===== config.mk =====
export PLATFORM = sky130hd
export DESIGN_NAME = mac_header_parser_flat
export DESIGN_NICKNAME = d
export VERILOG_FILES = /design/src/rtl/mhp_pkg.sv /design/src/rtl/mhp_stream_if.sv /design/src/rtl/mhp_hdr_core.sv /design/src/rtl/mac_header_parser.sv /design/src/flat_wrapper.sv
export SDC_FILE = /design/constraint.sdc
export NUM_CORES = 1
export LEC_CHECK = 0
export ABC_AREA = 1
export BUFFER_PORTS_ARGS = -buffer_cell sky130_fd_sc_hd__buf_2
export CAP_MARGIN = 20
export CORE_MARGIN = 2
export CORE_UTILIZATION = 45
export DETAILED_ROUTE_END_ITERATION = 10
export SETUP_SLACK_MARGIN = 0.3
export SKIP_LAST_GASP = 1
export SLEW_MARGIN = 15
export SYNTH_ARGS = -nofsm -noshare
export SYNTH_HDL_FRONTEND = slang
export SYNTH_HIERARCHICAL = 1
export SYNTH_SLANG_ARGS = --single-unit

===== constraint.sdc =====
create_clock -name i_clk -period 5.5 [get_ports i_clk]
set_input_delay 0.825 -clock i_clk [delete_from_list [all_inputs] [get_ports i_clk]]
set_output_delay 0.825 -clock i_clk [all_outputs]
set_load 0.01 [all_outputs]

===== src/rtl/mhp_pkg.sv =====
// mac header parser package: phase type, frame control constants, item structs
// and the address length helper; used by the core and the top level
// no dependencies
`default_nettype none

package mhp_pkg;

    typedef enum logic {
        PH_IDLE,
        PH_HDR
    } t_phase;

    localparam logic [2:0]  TYPE_ACK    = 3'd2;
    localparam logic [15:0] PAN_NONE    = 16'hFFFF;
    localparam logic [1:0]  MODE_NONE   = 2'd0;
    localparam logic [1:0]  MODE_SHORT  = 2'd2;
    localparam logic [1:0]  MODE_LONG   = 2'd3;

    // frame control bit positions
    localparam int FC_ACK_REQ_BIT  = 5;
    localparam int FC_INTRA_BIT    = 6;
    localparam int FC_DST_MODE_LSB = 10;
    localparam int FC_SRC_MODE_LSB = 14;

    localparam logic [4:0] CNT_FC_HI = 5'd1;
    localparam logic [4:0] CNT_SEQ   = 5'd2;
    localparam logic [4:0] HDR_FIXED = 5'd3;

    typedef struct packed {
        logic [7:0] rx_byte;
        logic       frame_start;
        logic       awaiting_ack;
        logic [7:0] last_tx_seq;
    } t_rx_item;

    typedef struct packed {
        logic [2:0]  frame_type;
        logic        ack_mismatch;
        logic [7:0]  seq_num;
        logic        ack_request;
        logic [1:0]  dst_mode;
        logic [15:0] dst_pan;
        logic [63:0] dst_addr;
        logic [1:0]  src_mode;
        logic [15:0] src_pan;
        logic [63:0] src_addr;
        logic [4:0]  header_len;
    } t_hdr_item;

    // bytes of address carried for an addressing mode
    function automatic logic [4:0] addr_len(input logic [1:0] mode);
        logic [4:0] len;
        case (mode)
            MODE_LONG:  len = 5'd8;
            MODE_SHORT: len = 5'd2;
            default:    len = 5'd0;
        endcase
        return len;
    endfunction

endpackage

`default_nettype wire


===== src/rtl/mhp_stream_if.sv =====
// valid/ready stream interface carrying one item of type T
// uses no other file; T is a struct from mhp_pkg at the instances
`default_nettype none

interface mhp_stream_if #(
    parameter type T = logic
);
    logic valid;
    logic ready;
    T     data;

    modport source (output valid, output data, input ready);
    modport sink   (input valid, input data, output ready);
endinterface

`default_nettype wire


===== src/rtl/mhp_hdr_core.sv =====
// header field assembly: phase, byte count and field registers, one byte per step
// depends on mhp_pkg
`default_nettype none

module mhp_hdr_core (
    input  wire logic               i_clk,
    input  wire logic               i_rst_n,
    input  wire logic               i_step,
    input  wire mhp_pkg::t_rx_item  i_item,
    output logic                    o_done,
    output mhp_pkg::t_hdr_item      o_result
);

    mhp_pkg::t_phase r_phase, n_phase;
    logic [4:0]  r_cnt, n_cnt;
    logic [15:0] r_fc, n_fc;
    logic [7:0]  r_seq, n_seq;
    logic [15:0] r_dst_pan, n_dst_pan;
    logic [15:0] r_src_pan, n_src_pan;
    logic [63:0] r_dst_addr, n_dst_addr;
    logic [63:0] r_src_addr, n_src_addr;
    logic        r_ack_wait, n_ack_wait;
    logic [7:0]  r_exp_seq, n_exp_seq;

    logic [1:0] dmode, smode;
    logic       intra;
    logic [4:0] dpl, dal, spl, sal, total;
    logic [4:0] off, b2, b3, b4, cnt_inc;
    logic [4:0] ix_da, ix_sp, ix_sa;

    assign dmode   = r_fc[mhp_pkg::FC_DST_MODE_LSB +: 2];
    assign smode   = r_fc[mhp_pkg::FC_SRC_MODE_LSB +: 2];
    assign intra   = r_fc[mhp_pkg::FC_INTRA_BIT];
    assign dpl     = (dmode != mhp_pkg::MODE_NONE) ? 5'd2 : 5'd0;
    assign dal     = mhp_pkg::addr_len(dmode);
    assign spl     = (smode != mhp_pkg::MODE_NONE && !intra) ? 5'd2 : 5'd0;
    assign sal     = mhp_pkg::addr_len(smode);
    assign b2      = dpl + dal;
    assign b3      = b2 + spl;
    assign b4      = b3 + sal;
    assign total   = mhp_pkg::HDR_FIXED + b4;
    assign off     = r_cnt - mhp_pkg::HDR_FIXED;
    assign cnt_inc = r_cnt + 5'd1;
    assign ix_da   = off - dpl;
    assign ix_sp   = off - b2;
    assign ix_sa   = off - b3;

    always_comb begin
        n_phase    = r_phase;
        n_cnt      = r_cnt;
        n_fc       = r_fc;
        n_seq      = r_seq;
        n_dst_pan  = r_dst_pan;
        n_src_pan  = r_src_pan;
        n_dst_addr = r_dst_addr;
        n_src_addr = r_src_addr;
        n_ack_wait = r_ack_wait;
        n_exp_seq  = r_exp_seq;
        o_done     = 1'b0;
        if (i_step) begin
            if (i_item.frame_start) begin
                n_phase    = mhp_pkg::PH_HDR;
                n_fc       = {8'h00, i_item.rx_byte};
                n_cnt      = mhp_pkg::CNT_FC_HI;
                n_seq      = 8'h00;
                n_dst_pan  = mhp_pkg::PAN_NONE;
                n_src_pan  = mhp_pkg::PAN_NONE;
                n_dst_addr = 64'h0;
                n_src_addr = 64'h0;
                n_ack_wait = i_item.awaiting_ack;
                n_exp_seq  = i_item.last_tx_seq;
            end else if (r_phase == mhp_pkg::PH_HDR) begin
                if (r_cnt == mhp_pkg::CNT_FC_HI) begin
                    n_fc  = {i_item.rx_byte, r_fc[7:0]};
                    n_cnt = mhp_pkg::CNT_SEQ;
                end else begin
                    if (r_cnt == mhp_pkg::CNT_SEQ) begin
                        n_seq = i_item.rx_byte;
                    end else if (off < dpl) begin
                        n_dst_pan[{off[0], 3'b000} +: 8] = i_item.rx_byte;
                    end else if (off < b2) begin
                        n_dst_addr[{ix_da[2:0], 3'b000} +: 8] = i_item.rx_byte;
                    end else if (off < b3) begin
                        n_src_pan[{ix_sp[0], 3'b000} +: 8] = i_item.rx_byte;
                    end else if (off < b4) begin
                        n_src_addr[{ix_sa[2:0], 3'b000} +: 8] = i_item.rx_byte;
                    end
                    n_cnt = cnt_inc;
                    if (cnt_inc >= total) begin
                        // intra-pan: source pan follows the destination pan
                        if (smode != mhp_pkg::MODE_NONE && intra) begin
                            n_src_pan = n_dst_pan;
                        end
                        n_phase = mhp_pkg::PH_IDLE;
                        o_done  = 1'b1;
                    end
                end
            end
        end
    end

    always_comb begin
        o_result.frame_type   = r_fc[2:0];
        o_result.ack_mismatch = (r_fc[2:0] == mhp_pkg::TYPE_ACK) &&
                                (!r_ack_wait || n_seq != r_exp_seq);
        o_result.seq_num      = n_seq;
        o_result.ack_request  = r_fc[mhp_pkg::FC_ACK_REQ_BIT];
        o_result.dst_mode     = dmode;
        o_result.dst_pan      = n_dst_pan;
        o_result.dst_addr     = n_dst_addr;
        o_result.src_mode     = smode;
        o_result.src_pan      = n_src_pan;
        o_result.src_addr     = n_src_addr;
        o_result.header_len   = total;
    end

    always_ff @(posedge i_clk) begin
        if (!i_rst_n) begin
            r_phase <= mhp_pkg::PH_IDLE;
            r_cnt   <= 5'd0;
        end else begin
            r_phase <= n_phase;
            r_cnt   <= n_cnt;
        end
    end

    // field registers are loaded on every frame start before use
    always_ff @(posedge i_clk) begin
        r_fc       <= n_fc;
        r_seq      <= n_seq;
        r_dst_pan  <= n_dst_pan;
        r_src_pan  <= n_src_pan;
        r_dst_addr <= n_dst_addr;
        r_src_addr <= n_src_addr;
        r_ack_wait <= n_ack_wait;
        r_exp_seq  <= n_exp_seq;
    end

endmodule

`default_nettype wire


===== src/rtl/mac_header_parser.sv =====
// IEEE 802.15.4 MAC header parser top level: input register, header core, result register
// depends on mhp_pkg, mhp_stream_if and mhp_hdr_core
`default_nettype none

// Takes one received byte per cycle on i_rx while o_hdr is not stalled and, on the
// byte that completes the MAC header, delivers one item on o_hdr with every header
// field. A byte is registered on entry and its effect on the header state is computed
// from the input register whenever the output can advance; a finished header is loaded
// into the result register, so o_hdr.valid rises once its last byte has passed the
// input and result registers. Bytes are taken back to back at one per cycle while o_hdr
// accepts its results, and while a result waits on o_hdr, i_rx.ready stays high only while
// the input register is empty.
module mac_header_parser (
    input  wire logic         i_clk,
    input  wire logic         i_rst_n,
    mhp_stream_if.sink        i_rx,
    mhp_stream_if.source      o_hdr
);

    logic                r_in_vld;
    mhp_pkg::t_rx_item   r_in;
    logic                r_out_vld;
    mhp_pkg::t_hdr_item  r_out;

    logic                advance;
    logic                done;
    mhp_pkg::t_hdr_item  result;

    assign advance     = !r_out_vld || o_hdr.ready;
    assign i_rx.ready  = !r_in_vld || advance;
    assign o_hdr.valid = r_out_vld;
    assign o_hdr.data  = r_out;

    mhp_hdr_core u_core (
        .i_clk    (i_clk),
        .i_rst_n  (i_rst_n),
        .i_step   (r_in_vld && advance),
        .i_item   (r_in),
        .o_done   (done),
        .o_result (result)
    );

    always_ff @(posedge i_clk) begin
        if (!i_rst_n) begin
            r_in_vld  <= 1'b0;
            r_out_vld <= 1'b0;
        end else begin
            if (i_rx.ready) begin
                r_in_vld <= i_rx.valid;
            end
            if (advance) begin
                r_out_vld <= done;
            end
        end
    end

    always_ff @(posedge i_clk) begin
        if (i_rx.valid && i_rx.ready) begin
            r_in <= i_rx.data;
        end
        if (done) begin
            r_out <= result;
        end
    end

endmodule

`default_nettype wire

===== src/flat_wrapper.sv =====
// flat-port wrapper written by rule: the top's interface ports become plain ports
module mac_header_parser_flat 
  (i_clk, i_rst_n, i_rx_valid, i_rx_data, i_rx_ready, o_hdr_valid, o_hdr_data, o_hdr_ready);
  mhp_stream_if i_rx_i ();
  mhp_stream_if o_hdr_i ();
  input  wire logic i_clk;
  input  wire logic i_rst_n;
  input wire logic [$bits(i_rx_i.valid)-1:0] i_rx_valid;
  input wire logic [$bits(i_rx_i.data)-1:0] i_rx_data;
  output wire logic [$bits(i_rx_i.ready)-1:0] i_rx_ready;
  output wire logic [$bits(o_hdr_i.valid)-1:0] o_hdr_valid;
  output wire logic [$bits(o_hdr_i.data)-1:0] o_hdr_data;
  input wire logic [$bits(o_hdr_i.ready)-1:0] o_hdr_ready;
  assign i_rx_i.valid = i_rx_valid;
  assign i_rx_i.data = i_rx_data;
  assign i_rx_ready = i_rx_i.ready;
  assign o_hdr_valid = o_hdr_i.valid;
  assign o_hdr_data = o_hdr_i.data;
  assign o_hdr_i.ready = o_hdr_ready;
  mac_header_parser u_core (.i_clk(i_clk), .i_rst_n(i_rst_n), .i_rx(i_rx_i), .o_hdr(o_hdr_i));
endmodule

Word-level counts from Yosys, hierarchy flattened
Index checks and enable logic that the tools add are counted.

storage, ports and cells
  latch bits = 0
  bits in registers = 17
  memories = 0
  output and inout bits = 3
  bits in read-only memories = 0
  input bits = 5
  word-level logic and storage cells = 38
  bits in writable memories = 0

operators by class
  reduce and logical (&&, ||, !) cells = 8
  muxes and demuxes = 14
  shift operators = 0
  bitwise gates (word level) = 0
  multipliers = 0
  div/mod/pow operators = 0
  equal/unequal tests = 5
  order comparisons = 1
  add/subtract/negate cells = 4

operators with widths
  cell                                                  count
  2-to-1 mux 16 bit                                     2
  one-hot mux 4 bit (2 select lines)                    2
  2-to-1 mux 5 bit                                      2
  equality test 2 bit (second input constant)           4
  2-to-1 mux 1 bit                                      7
  adder 2 x 5 -> 5 bit                                  1
  adder 2 x 5 -> 5 bit (first input constant)           1
  adder 5 x 1 -> 5 bit (second input constant)          1
  adder 5 bit                                           1
  equality test 5 x 1 -> 1 bit (second input constant)  1
  >= comparator 5 bit                                   1
  AND reduction 3 bit                                   1
  zero test 1 bit                                       2
  logical OR 1 bit                                      2
  2-to-1 mux 2 bit                                      1
  AND reduction 2 bit                                   1
  nonzero test 2 bit                                    1
  logical AND 1 bit                                     1

Logic depth before layout (Yosys ltp)
  depth in word-level cells = 10
  gate-level depth with buffers = 17

Cells and area by module
Netlist, hierarchy kept.

by module, submodules not included
  module             cells each  sequential area each (um2)  area each (um2)  instances
  mhp_hdr_core       1614        4023.9                      10807.9          1
  mac_header_parser  15          100.1                       157.7            1

Worst setup path after synthesis
No wires, ideal clock.

  path kind = reg-to-reg
  start = reg u_core.u_core.r_cnt[0]
  end = reg, netlist name u_core/u_core/r_src_addr[24]
  slack = 1838 ps
  data required time = 5370 ps
  path buffers = 2
  stages on the path, launching flop included = 15
  period minus slack after synthesis = 3662 ps
  data arrival time = 3532 ps
  cells stage by stage = dfxtp_1 > buf_2 > inv_1 > clkbuf_1 > ha_1 > ha_1 > inv_1 > fa_1 > inv_1 > ha_1 > inv_1 > nor3_1 > nand4_2 > o21ai_0 > o22ai_1

RTL lines
  item                    RTL line             text
  from (decl)             mhp_hdr_core.sv:15   logic [4:0] r_cnt, n_cnt;
  from (signal assigned)  mhp_hdr_core.sv:123  r_cnt <= n_cnt;

==> impl_metrics.ini <==
[layout]
fin_util_pct = 48.4
drive_above_1_share_pct = 12.4
diodes = 0
postLayoutCellArea_sq_um = 1070
register_area_sq_um = 340
area_delta_synth_final_pct = 1.78
layout_common_cells = inv_1, nand2_1, nor2_1, ha_1, dfxtp_1
final_cells = 165
fin_nets = 155
multi_input_area_sq_um = 526
final_common_cell = inv_1
fill_cells = 237

[job]
cap_viol_max_count = 0

[synth]
synth_warnings = 6
syn_inst = 141
avgSynthCellArea_sq_um = 7.46
syn_area_sq_um = 1050

[route]
post_drt_via_cell_ratio = 4.43
vias = 731
drt_iter0_markers = 23
ant_nets = 0
firstDrtPassIters = 4
wl_per_cell_um = 8.86
postRouteWirelength_um = 1460
drc = 0

[sta]
layout_min_cycle_time_ns = 2.98
finalClockSkew_ns = 0.00127
final.setup.tns_ns = 0
setup_slack_ns = 2.52
fin_crit_sh_pct = 54.2
finalHoldWorstSlack_ns = 0.496
tightestPinTransition_ns = 0.566
rsz0062_at_grt = no
setup_viol = 0
hold_viol = 0
relSlewSlack_pct = 61.9
maxSlewViolCount = 0
fmax_mhz = 336

[die]
ioPinCount = 8
rows = 17
dieArea_sq_um = 2740
fp.dieW_um = 52.4
core-area_sq_um = 2210
start_util_pct = 47.6
die_h_um = 52.4

[run_status]
outcome = finished, final reports clean

[power_and_ir_drop]
peakVddDrop_v = 0.000137
p_total_mw = 0.199
powerDensity_nw_per_um2 = 186
p_leak_nw = 0.550

[place]
placed_cells = 161
dpl_cell_area_sq_um = 1040
io_buffers = 6
gp_congestion = 0.734
dp_hpwl_um = 1230
place_ws_ns = 2.52

[global_route]
overflow = 0
first_global_vias = 627
grt_use_total_pct = 12.9
antenna_found_initial = 0
grt_max_degree = 9
grt_pass1_wl_um = 2570

[cts]
clock_sinks = 14
cts_buffers = 3
cts_max_level = 1
cts_setup_buffers = 0
postCtsHoldBufs = 0
ctsResizeCount = 0
path_clk_slew_ns = 0.08
insertion_delay_ns = 0.27
cts_root_buffer = clkbuf_4
cts_tree = built
cts.path.max_buffers = 2

[worst_setup_path]
worstSetupEndpointType = register
critPathLaunchType = register
worstPathArrival_ns = 2.93
worstPathRequired_ns = 5.45
worstSetupPathType = reg2reg
crit_fanout = 3

[min_path]
hp-class = reg2reg
==> layout make-up <==
type / count / area share (%)
timing repair buffer: 6 / 2.80
clock buffer: 4 / 2.45
sequential: 14 / 31.8
tap: 28 / 3.27
inverter: 30 / 10.6
multi-input combinational: 83 / 49.1
==> power breakdown <==
part / switching, mW / total, mW / internal, mW
combinational: 0.0175 / 0.0286 / 0.0112
clock: 0.0294 / 0.0575 / 0.0281
sequential: 0.00231 / 0.113 / 0.111
==> layer usage <==
metal  vias to the layer above  track usage [%]  wire length [um]
met4                         0             8.97                17
met1                       314             16.0               677
met3                         2             1.71                59
li1                        400                -                 -
met2                        15             20.6               707
met5                         -                0                 0
==> state kept, by name, summed over array words and instances, names as in the netlist <==
signal,count
u_core/r_in_vld,1
u_core/o_hdr.valid,1
u_core/u_core/r_phase,1
u_core/u_core/r_fc,5
u_core/o_hdr.data,1
u_core/u_core/r_cnt,5
==> final timing paths <==
path	from	end	slack [ns]	depth (start not counted)
max	u_core/u_core/r_fc[15]	u_core/o_hdr.data	2.52	15
min	u_core/r_in_vld	u_core/r_in_vld	0.50	2
max reg2reg	u_core/u_core/r_fc[15]	u_core/o_hdr.data	2.52	15
min reg2reg	u_core/r_in_vld	u_core/r_in_vld	0.50	2
==> critical path: stages, from the launching register on <==
cell and delay (ns):
edfxtp_1 0.42, nor2_1 0.12, nor2_1 0.05, ha_1 0.27
ha_1 0.22, ha_1 0.32, ha_1 0.18, inv_1 0.06
xor2_1 0.13, inv_1 0.05, ha_1 0.27, nand2_1 0.06
o21bai_1 0.15, nand2_1 0.06, nor2_1 0.06, nor3_1 0.26
Note: power is estimated with default switching activity, not from simulation.
